## src/rtl/core/maf_pkg.sv

```systemverilog
// Package for the moving average forecaster: sizes, register indexes
// and shared widths. No dependencies; used by maf_div and the top level.
package maf_pkg;

  // Sizing
  localparam int WINDOW_MAX  = 64;
  localparam int HORIZON_MAX = 64;
  localparam int PRICE_W     = 24;
  localparam int CFG_W       = 7;
  localparam int ADDR_W      = (WINDOW_MAX > 1) ? $clog2(WINDOW_MAX) : 1;
  localparam int SUM_W       = PRICE_W + ADDR_W;
  localparam int STEP_W      = $clog2(SUM_W + 1);

  // Configuration port
  localparam int IDX_W = 2;
  localparam logic [IDX_W-1:0] REG_WINDOW_LEN = 2'd0;
  localparam logic [IDX_W-1:0] REG_HORIZON    = 2'd1;

  // Stream payload widths
  localparam int IN_DATA_W  = ((PRICE_W + 7) / 8) * 8;
  localparam int OUT_DATA_W = ((3 * PRICE_W + 7) / 8) * 8;

endpackage

```

## src/rtl/core/moving_average_forecast.sv

```systemverilog
// Moving average forecaster top level: FSM, window memory, output register.
// Depends on maf_pkg and maf_div.

// History prices are taken one per cycle into a 64-entry window memory
// while the running window sum is kept alongside. The transfer that
// completes a history of window_len prices starts a burst of horizon
// forecasts, during which in_tready is low. Each forecast passes S_START,
// which starts the divider and reads the oldest window entry, then the
// bit-serial divider (one quotient bit per cycle over the 30-bit sum), then
// the emit step in S_DIV, which writes the forecast back into the window and
// loads the output register. A burst holds the input for all its forecasts
// and while a finished forecast waits on a full output register, and the
// next history can start loading while the last forecast still waits at the
// output. A register write clears any partial history.
// The final forecast of a run has tlast set and carries the run's largest
// and smallest forecast; earlier forecasts carry zero there.
module moving_average_forecast (
  input  logic                           clk,
  input  logic                           rst_n,
  // Input stream
  input  logic                           in_tvalid,
  output logic                           in_tready,
  input  logic [maf_pkg::IN_DATA_W-1:0]  in_tdata,   // [23:0] price
  // Result stream
  output logic                           out_tvalid,
  input  logic                           out_tready,
  output logic [maf_pkg::OUT_DATA_W-1:0] out_tdata,  // [23:0] forecast,
                                                     // [47:24] max_forecast,
                                                     // [71:48] min_forecast
  output logic                           out_tlast,  // last_flag
  // Configuration writes
  input  logic                           cfg_valid,
  output logic                           cfg_ready,
  input  logic [maf_pkg::IDX_W-1:0]      cfg_index,
  input  logic [maf_pkg::CFG_W-1:0]      cfg_data
);

  localparam int PW = maf_pkg::PRICE_W;
  localparam int AW = maf_pkg::ADDR_W;
  localparam int CW = maf_pkg::CFG_W;
  localparam int SW = maf_pkg::SUM_W;

  // FSM codes
  localparam logic [1:0] S_LOAD  = 2'd0;
  localparam logic [1:0] S_START = 2'd1;
  localparam logic [1:0] S_DIV   = 2'd2;

  logic [1:0]    state_r, state_nxt;
  logic [CW-1:0] win_len_r, win_len_nxt;
  logic [CW-1:0] horizon_r, horizon_nxt;
  logic [CW-1:0] cnt_r, cnt_nxt;
  logic [CW-1:0] fc_cnt_r, fc_cnt_nxt;
  logic [AW-1:0] wp_r, wp_nxt;
  logic [SW-1:0] sum_r, sum_nxt;
  logic [PW-1:0] max_r, max_nxt;
  logic [PW-1:0] min_r, min_nxt;

  logic          out_valid_r, out_valid_nxt;
  logic          out_last_r, out_last_nxt;
  logic [PW-1:0] out_fc_r, out_fc_nxt;
  logic [PW-1:0] out_max_r, out_max_nxt;
  logic [PW-1:0] out_min_r, out_min_nxt;

  // Window memory
  logic [PW-1:0] win_mem [maf_pkg::WINDOW_MAX];
  logic          mem_we;
  logic [PW-1:0] mem_wdata;
  logic          mem_re;
  logic [PW-1:0] rd_data_r;

  logic [CW-1:0] eff_w, eff_h;
  logic [AW:0]   wp_ext;
  logic [AW-1:0] wp_adv;
  logic [CW-1:0] cnt_inc, fc_inc;
  logic          hist_done, fc_last;
  logic          in_xfer, cfg_xfer, out_free, emit;
  logic          div_start, div_done;
  logic [PW-1:0] div_q;
  logic [PW-1:0] new_max, new_min;

  // Effective window length and horizon
  always_comb begin
    if (win_len_r == '0) begin
      eff_w = CW'(1);
    end else if (32'(win_len_r) > maf_pkg::WINDOW_MAX) begin
      eff_w = CW'(maf_pkg::WINDOW_MAX);
    end else begin
      eff_w = win_len_r;
    end
    if (horizon_r == '0) begin
      eff_h = CW'(1);
    end else if (32'(horizon_r) > maf_pkg::HORIZON_MAX) begin
      eff_h = CW'(maf_pkg::HORIZON_MAX);
    end else begin
      eff_h = horizon_r;
    end
  end

  // Ring pointer advance and counters
  always_comb begin
    wp_ext    = {1'b0, wp_r} + 1'b1;
    wp_adv    = (wp_ext == (AW+1)'(eff_w)) ? '0 : wp_ext[AW-1:0];
    cnt_inc   = cnt_r + 1'b1;
    fc_inc    = fc_cnt_r + 1'b1;
    hist_done = (cnt_inc == eff_w);
    fc_last   = (fc_inc == eff_h);
  end

  assign in_tready = (state_r == S_LOAD);
  assign cfg_ready = 1'b1;
  assign in_xfer   = in_tvalid && in_tready;
  assign cfg_xfer  = cfg_valid && cfg_ready;
  assign out_free  = !out_valid_r || out_tready;
  assign emit      = (state_r == S_DIV) && div_done && out_free;
  assign div_start = (state_r == S_START);

  // Running extremes including the forecast being emitted
  always_comb begin
    if (fc_cnt_r == '0) begin
      new_max = div_q;
      new_min = div_q;
    end else begin
      new_max = (div_q > max_r) ? div_q : max_r;
      new_min = (div_q < min_r) ? div_q : min_r;
    end
  end

  // Main control
  always_comb begin
    state_nxt     = state_r;
    win_len_nxt   = win_len_r;
    horizon_nxt   = horizon_r;
    cnt_nxt       = cnt_r;
    fc_cnt_nxt    = fc_cnt_r;
    wp_nxt        = wp_r;
    sum_nxt       = sum_r;
    max_nxt       = max_r;
    min_nxt       = min_r;
    out_valid_nxt = out_valid_r && !out_tready;
    out_last_nxt  = out_last_r;
    out_fc_nxt    = out_fc_r;
    out_max_nxt   = out_max_r;
    out_min_nxt   = out_min_r;
    mem_we        = 1'b0;
    mem_wdata     = in_tdata[PW-1:0];
    mem_re        = 1'b0;

    case (state_r)
      S_LOAD: begin
        if (in_xfer) begin
          mem_we  = 1'b1;
          sum_nxt = sum_r + SW'(in_tdata[PW-1:0]);
          wp_nxt  = wp_adv;
          cnt_nxt = cnt_inc;
          if (hist_done) begin
            fc_cnt_nxt = '0;
            state_nxt  = S_START;
          end
        end
      end
      S_START: begin
        // divider starts on sum_r, oldest entry read at wp_r
        mem_re    = 1'b1;
        state_nxt = S_DIV;
      end
      S_DIV: begin
        if (emit) begin
          mem_we        = 1'b1;
          mem_wdata     = div_q;
          sum_nxt       = sum_r - SW'(rd_data_r) + SW'(div_q);
          wp_nxt        = wp_adv;
          max_nxt       = new_max;
          min_nxt       = new_min;
          out_valid_nxt = 1'b1;
          out_fc_nxt    = div_q;
          out_last_nxt  = fc_last;
          out_max_nxt   = fc_last ? new_max : '0;
          out_min_nxt   = fc_last ? new_min : '0;
          if (fc_last) begin
            cnt_nxt    = '0;
            wp_nxt     = '0;
            sum_nxt    = '0;
            fc_cnt_nxt = '0;
            state_nxt  = S_LOAD;
          end else begin
            fc_cnt_nxt = fc_inc;
            state_nxt  = S_START;
          end
        end
      end
      default: begin
        state_nxt = S_LOAD;
      end
    endcase

    // Register writes drop any partial history
    if (cfg_xfer) begin
      case (cfg_index)
        maf_pkg::REG_WINDOW_LEN: begin
          win_len_nxt = cfg_data;
          cnt_nxt     = '0;
          wp_nxt      = '0;
          sum_nxt     = '0;
        end
        maf_pkg::REG_HORIZON: begin
          horizon_nxt = cfg_data;
          cnt_nxt     = '0;
          wp_nxt      = '0;
          sum_nxt     = '0;
        end
        default: begin
        end
      endcase
    end
  end

  // Control and payload registers
  always_ff @(posedge clk) begin
    if (!rst_n) begin
      state_r     <= S_LOAD;
      win_len_r   <= CW'(4);
      horizon_r   <= CW'(3);
      cnt_r       <= '0;
      fc_cnt_r    <= '0;
      wp_r        <= '0;
      sum_r       <= '0;
      max_r       <= '0;
      min_r       <= '0;
      out_valid_r <= 1'b0;
    end else begin
      state_r     <= state_nxt;
      win_len_r   <= win_len_nxt;
      horizon_r   <= horizon_nxt;
      cnt_r       <= cnt_nxt;
      fc_cnt_r    <= fc_cnt_nxt;
      wp_r        <= wp_nxt;
      sum_r       <= sum_nxt;
      max_r       <= max_nxt;
      min_r       <= min_nxt;
      out_valid_r <= out_valid_nxt;
    end
    out_last_r <= out_last_nxt;
    out_fc_r   <= out_fc_nxt;
    out_max_r  <= out_max_nxt;
    out_min_r  <= out_min_nxt;
  end

  // Window memory: one write port, one registered read port
  always_ff @(posedge clk) begin
    if (mem_we) begin
      win_mem[wp_r] <= mem_wdata;
    end
    if (mem_re) begin
      rd_data_r <= win_mem[wp_r];
    end
  end

  // Sum over window length
  maf_div u_div (
    .clk      (clk),
    .rst_n    (rst_n),
    .start    (div_start),
    .dividend (sum_r),
    .divisor  (eff_w),
    .done     (div_done),
    .quotient (div_q)
  );

  assign out_tvalid = out_valid_r;
  assign out_tlast  = out_last_r;
  assign out_tdata  = maf_pkg::OUT_DATA_W'({out_min_r, out_max_r, out_fc_r});

  // Ring pointer stays inside the active window
  a_wp_range: assert property (@(posedge clk) disable iff (!rst_n)
    (AW+1)'(wp_r) < (AW+1)'(eff_w))
    else $error("window pointer outside active window");

  // History count never reaches the window length while loading
  a_cnt_range: assert property (@(posedge clk) disable iff (!rst_n)
    (state_r == S_LOAD) |-> (cnt_r < eff_w))
    else $error("history count overran window length");

  // Final result's extremes bracket its own forecast
  a_last_bounds: assert property (@(posedge clk) disable iff (!rst_n)
    (out_valid_r && out_last_r) |-> (out_max_r >= out_fc_r) && (out_min_r <= out_fc_r))
    else $error("run extremes do not bracket final forecast");

  // Emitting the last forecast returns to loading with a cleared sum
  a_run_end: assert property (@(posedge clk) disable iff (!rst_n)
    (emit && fc_last && !cfg_xfer) |=> (state_r == S_LOAD) && (sum_r == '0) && out_valid_r)
    else $error("run did not end cleanly");

  // Divider result is only consumed after a start
  a_div_order: assert property (@(posedge clk) disable iff (!rst_n)
    (state_r == S_START) |=> !div_done)
    else $error("stale divider result after start");

endmodule

```

## src/rtl/core/maf_div.sv

```systemverilog
// Restoring divider, one quotient bit per cycle: window sum over window length.
// Depends on maf_pkg for widths.
module maf_div (
  input  logic                        clk,
  input  logic                        rst_n,
  input  logic                        start,
  input  logic [maf_pkg::SUM_W-1:0]   dividend,
  input  logic [maf_pkg::CFG_W-1:0]   divisor,
  output logic                        done,
  output logic [maf_pkg::PRICE_W-1:0] quotient
);

  logic                        busy_r, busy_nxt;
  logic                        done_r, done_nxt;
  logic [maf_pkg::STEP_W-1:0]  step_r, step_nxt;
  logic [maf_pkg::SUM_W-1:0]   shreg_r, shreg_nxt;
  logic [maf_pkg::CFG_W-1:0]   rem_r, rem_nxt;

  logic [maf_pkg::CFG_W:0]     rem_sh;
  logic [maf_pkg::CFG_W:0]     rem_diff;
  logic                        fits;

  // One shift-and-subtract step
  always_comb begin
    rem_sh   = {rem_r, shreg_r[maf_pkg::SUM_W-1]};
    rem_diff = rem_sh - {1'b0, divisor};
    fits     = (rem_sh >= {1'b0, divisor});
  end

  always_comb begin
    busy_nxt  = busy_r;
    done_nxt  = done_r;
    step_nxt  = step_r;
    shreg_nxt = shreg_r;
    rem_nxt   = rem_r;
    if (start) begin
      busy_nxt  = 1'b1;
      done_nxt  = 1'b0;
      step_nxt  = '0;
      shreg_nxt = dividend;
      rem_nxt   = '0;
    end else if (busy_r) begin
      shreg_nxt = {shreg_r[maf_pkg::SUM_W-2:0], fits};
      rem_nxt   = fits ? rem_diff[maf_pkg::CFG_W-1:0] : rem_sh[maf_pkg::CFG_W-1:0];
      step_nxt  = step_r + 1'b1;
      if (step_r == maf_pkg::STEP_W'(maf_pkg::SUM_W - 1)) begin
        busy_nxt = 1'b0;
        done_nxt = 1'b1;
      end
    end
  end

  always_ff @(posedge clk) begin
    if (!rst_n) begin
      busy_r <= 1'b0;
      done_r <= 1'b0;
      step_r <= '0;
    end else begin
      busy_r <= busy_nxt;
      done_r <= done_nxt;
      step_r <= step_nxt;
    end
    shreg_r <= shreg_nxt;
    rem_r   <= rem_nxt;
  end

  assign done     = done_r;
  assign quotient = shreg_r[maf_pkg::PRICE_W-1:0];

endmodule

```

## config.mk

```make
export PLATFORM = sky130hd
export DESIGN_NAME = moving_average_forecast
export DESIGN_NICKNAME = d
export VERILOG_FILES = /design/src/rtl/core/maf_pkg.sv /design/src/rtl/core/moving_average_forecast.sv /design/src/rtl/core/maf_div.sv
export SDC_FILE = /design/constraint.sdc
export NUM_CORES = 2
export LEC_CHECK = 0
export ABC_AREA = 0
export BUFFER_PORTS_ARGS = -buffer_cell sky130_fd_sc_hd__buf_2
export CAP_MARGIN = 10
export CELL_PAD_IN_SITES_DETAIL_PLACEMENT = 0
export CELL_PAD_IN_SITES_GLOBAL_PLACEMENT = 1
export CORE_MARGIN = 1.5
export CORE_UTILIZATION = 25
export DETAILED_ROUTE_END_ITERATION = 10
export PLACE_DENSITY_LB_ADDON = 0.05
export SYNTH_ARGS = -nofsm -noshare
export SYNTH_HDL_FRONTEND = slang
export SYNTH_SLANG_ARGS = --single-unit
export TNS_END_PERCENT = 30
```

## constraint.sdc

```tcl
create_clock -name clk -period 5.65 [get_ports clk]
set_input_delay 1.13 -clock clk [delete_from_list [all_inputs] [get_ports clk]]
set_output_delay 1.13 -clock clk [all_outputs]
set_load 0.01 [all_outputs]
```

==> run metrics <==
post-synth top area cell edfxtp_1; fin. max-slew vios 0; Post-Syn Instances 4668; post-layout min period 4.227 ns; Pwr Density 354.0 nW/um^2; cell row count 195; post-CTS setup repair buffer count 0; DRC 0; largest family of logic cells by synthesized area compound AO/OA/AOI/OAI gates; first-pass GRT wire length 386.3 mm; Final #Nets 5155; Least-Margin Pin Slew 1.247 ns; gr usage total 19.32%; critical path's largest stage delay 0.53 ns; slew margin rel. 16.07%; CTS tree built; clock skew 0.05812 ns; Setup WS pre-CTS 1.293 ns; ys flop type edfxtp_1; reg-to-reg slack, setup 1.42 ns; period utilisation layout 74.82%; final hold violation count 0; Placed Area 78780 um^2; Compound-Gate Fraction of Synth Area 14.00%; pin count of the biggest net entering global routing 74; Die X-Extent 537.2 um; root buffer cell clkbuf_16; Final Util 30.28%; Area growth syn-to-layout 20.13%; I/O pin count 114; post-synth net total 4850; Setup crit end kind flip-flop; Clock Tree Buf Depth 4; Starting DRT DRC Count 3465; Power, Total 30.34 mW; hold path depth 2; Worst Reg-to-Reg Cells 13; GR Overflow Total 0; post-CTS sizing 0; cts bufs inserted 215; I/O Buffers 112; Routed WL 284.0 mm; adder-cell share of the synthesized area 2.799%; GPL Wtd Cong 0.7714; Crit Path Category flip-flop to flip-flop; Post-DP HPWL 175.3 mm; hold-fix buffers at CTS 0; WP buf/inv 2; final hold slack 0.4705 ns; Synth Area in Simple Gates 4.958%; Synth Warn # 0; antenna-violating nets left 0; mux contribution to synthesized area 1.229%; Seq/Total Area, Yosys 73.61%; CP Max Fanout 7; RSZ-0062 raised after global routing false; Fmax 236.6 MHz; Peak VDD IR 234.3 uV; most used cell along the critical path inv_1; Clock Pin Slew Worst Setup and Hold Paths 0.06 ns; outcome finished, final reports clean; Post-synth EDFFs 1663; setup_tns 0 ns; Hold Path Origin min_r[16]; via/cell ratio 4.908; CP Data Arrival Time 5.00 ns; placed cells 8499; CORE AREA 283000 um^2; synthesized area 71350 um^2; initial core utilization 25.21%; syn avg cell area 15.28 um^2; final setup fails 0; critical path depth 13; vias in the first global route 43890; post-DR wirelength/cell 31.90 um; CP delay by family, top compound AO/OA/AOI/OAI gates; FFs w/ async S/R, synth 0%; ranking of synthesized cells by area edfxtp_1 (70%), a22oi_1 (5.3%), dfxtp_1 (3.6%); Synth Register Bits 1792; critical path required time 6.43 ns; Clk Latency, worst-skew pair 0.89 ns; Hold WC Path Type flip-flop to flip-flop; first drt pass iteration count 6; setup ws final 1.423 ns; die area 288600 um^2; Die Ht 537.2 um; Startpoint Class flip-flop; XOR/XNOR share of the synthesized area 0.9452%; r2r endpoint sum_r[26]; routed via count 43700; Max-Cap Viols 0; Layout Cell Area excl Fill 85710 um^2; RR Startpoint u_div.shreg_r[2]; top post-synthesis cells by count edfxtp_1 (1663), a22oi_1 (501), clkbuf_1 (215); Post-Layout Cell Count 8902; area share of the largest cell type after synthesis 69.99%; initial antenna violation count 14; # H-tree levels 4; CP max-delay cell edfxtp_1; critical-path cell list inv_1 > fa_1 > inv_1 > ha_1 > nor2b_1 > o2111ai_1 > a211oi_1 > nor3_1 > o31ai_1 > a41oi_1 > o21ai_0 > or3_1 > a311oi_2; cell with the most instances after synthesis edfxtp_1; worst hold endpoint min_r[16]; Netlist cell types 85; share of cells above drive strength 1 15.59%; leakage 27.40 nW; clock sink count 1792
registers in the layout (all words and copies together), names as in the netlist, 24 cells and up:
| signal | flops |
|---|---|
| max_r | 24 |
| min_r | 24 |
| out_fc_r | 24 |
| out_max_r | 24 |
| out_min_r | 24 |
| rd_data_r | 24 |
| sum_r | 30 |
| u_div.shreg_r | 30 |
| win_mem | 1536 |
power breakdown:
part | switching, mW | leakage, nW | total (mW) | internal, mW
Clock | 5.80 | 3.37 | 13.8 | 8.04
Sequential | 0.0711 | 16.0 | 14.6 | 14.6
Combinational | 1.30 | 8.04 | 1.87 | 0.569
area by class of cell:
class	instances	area, um^2
fillers	28200	197300
flip-flops and latches	1792	52520
multi-input cells	2422	17870
clock buffers	257	5590
well taps	3743	4683
repair buffers	367	3044
clock inverters	137	1314
inverters	175	658.1
diodes	9	22.52
layout by cell type (no fill, tap or decap), types with 54 or more instances in the layout:
| cell type | netlist | layout |
|---|---|---|
| a21oi_1 | 150 | 150 |
| a221oi_1 | 145 | 145 |
| a22o_1 | 139 | 139 |
| a22oi_1 | 501 | 501 |
| a31oi_1 | 133 | 132 |
| buf_2 | 18 | 111 |
| buf_4 | 2 | 210 |
| clkbuf_16 | 0 | 217 |
| clkinv_1 | 2 | 54 |
| dfxtp_1 | 129 | 129 |
| edfxtp_1 | 1663 | 1663 |
| ha_1 | 118 | 118 |
| inv_1 | 172 | 171 |
| mux2i_1 | 85 | 85 |
| nand2_1 | 179 | 177 |
| nand3_1 | 82 | 81 |
| nand4_1 | 92 | 92 |
| nor2_1 | 197 | 131 |
| o21ai_0 | 147 | 123 |
worst reg2reg max path: cells and delay by family (launching register included):
family                     cells  cell delay (ns)
AOI/OAI and AO/OA              6             1.46
adders and majority gates      2             0.85
buffers and inverters          2             0.28
DFF                            1             0.53
and+or+nand+nor                3             1.02
how the worst max path moves through the flow:
stage	start	endpoint	slack, ns
5_1_grt	u_div.shreg_r[8]	sum_r[29]	1.13
4_1_cts	u_div.shreg_r[2]	sum_r[26]	1.32
2_1_floorplan	out_tready	win_mem[0][0]	0.42
3_5_place_dp	in_tdata[0]	sum_r[28]	1.29
3_3_place_gp	in_tdata[0]	sum_r[28]	1.31
6_report	u_div.shreg_r[2]	sum_r[26]	1.42
metal layers:
| layer | up-vias | track usage, % | wire length (um) | share of wire (%) |
|---|---|---|---|---|
| met5 | - | 0 | 0 | 0 |
| met4 | 0 | 3.864 | 4959 | 1.7 |
| met3 | 252 | 1.967 | 11090 | 3.9 |
| met2 | 977 | 32.37 | 136600 | 48 |
| met1 | 23110 | 27.03 | 131300 | 46 |
| li1 | 19360 | - | - | - |
kinds of logic after synthesis:
group | Yosys count
muxes | 87
and+or+nand+nor | 723
xor gates and xnor gates | 72
buffers and inverters | 454
AOI/OAI and AO/OA | 1395
adders and majority gates | 144
other | 1
DFF | 1792
Note: power is estimated with default switching activity, not from simulation.
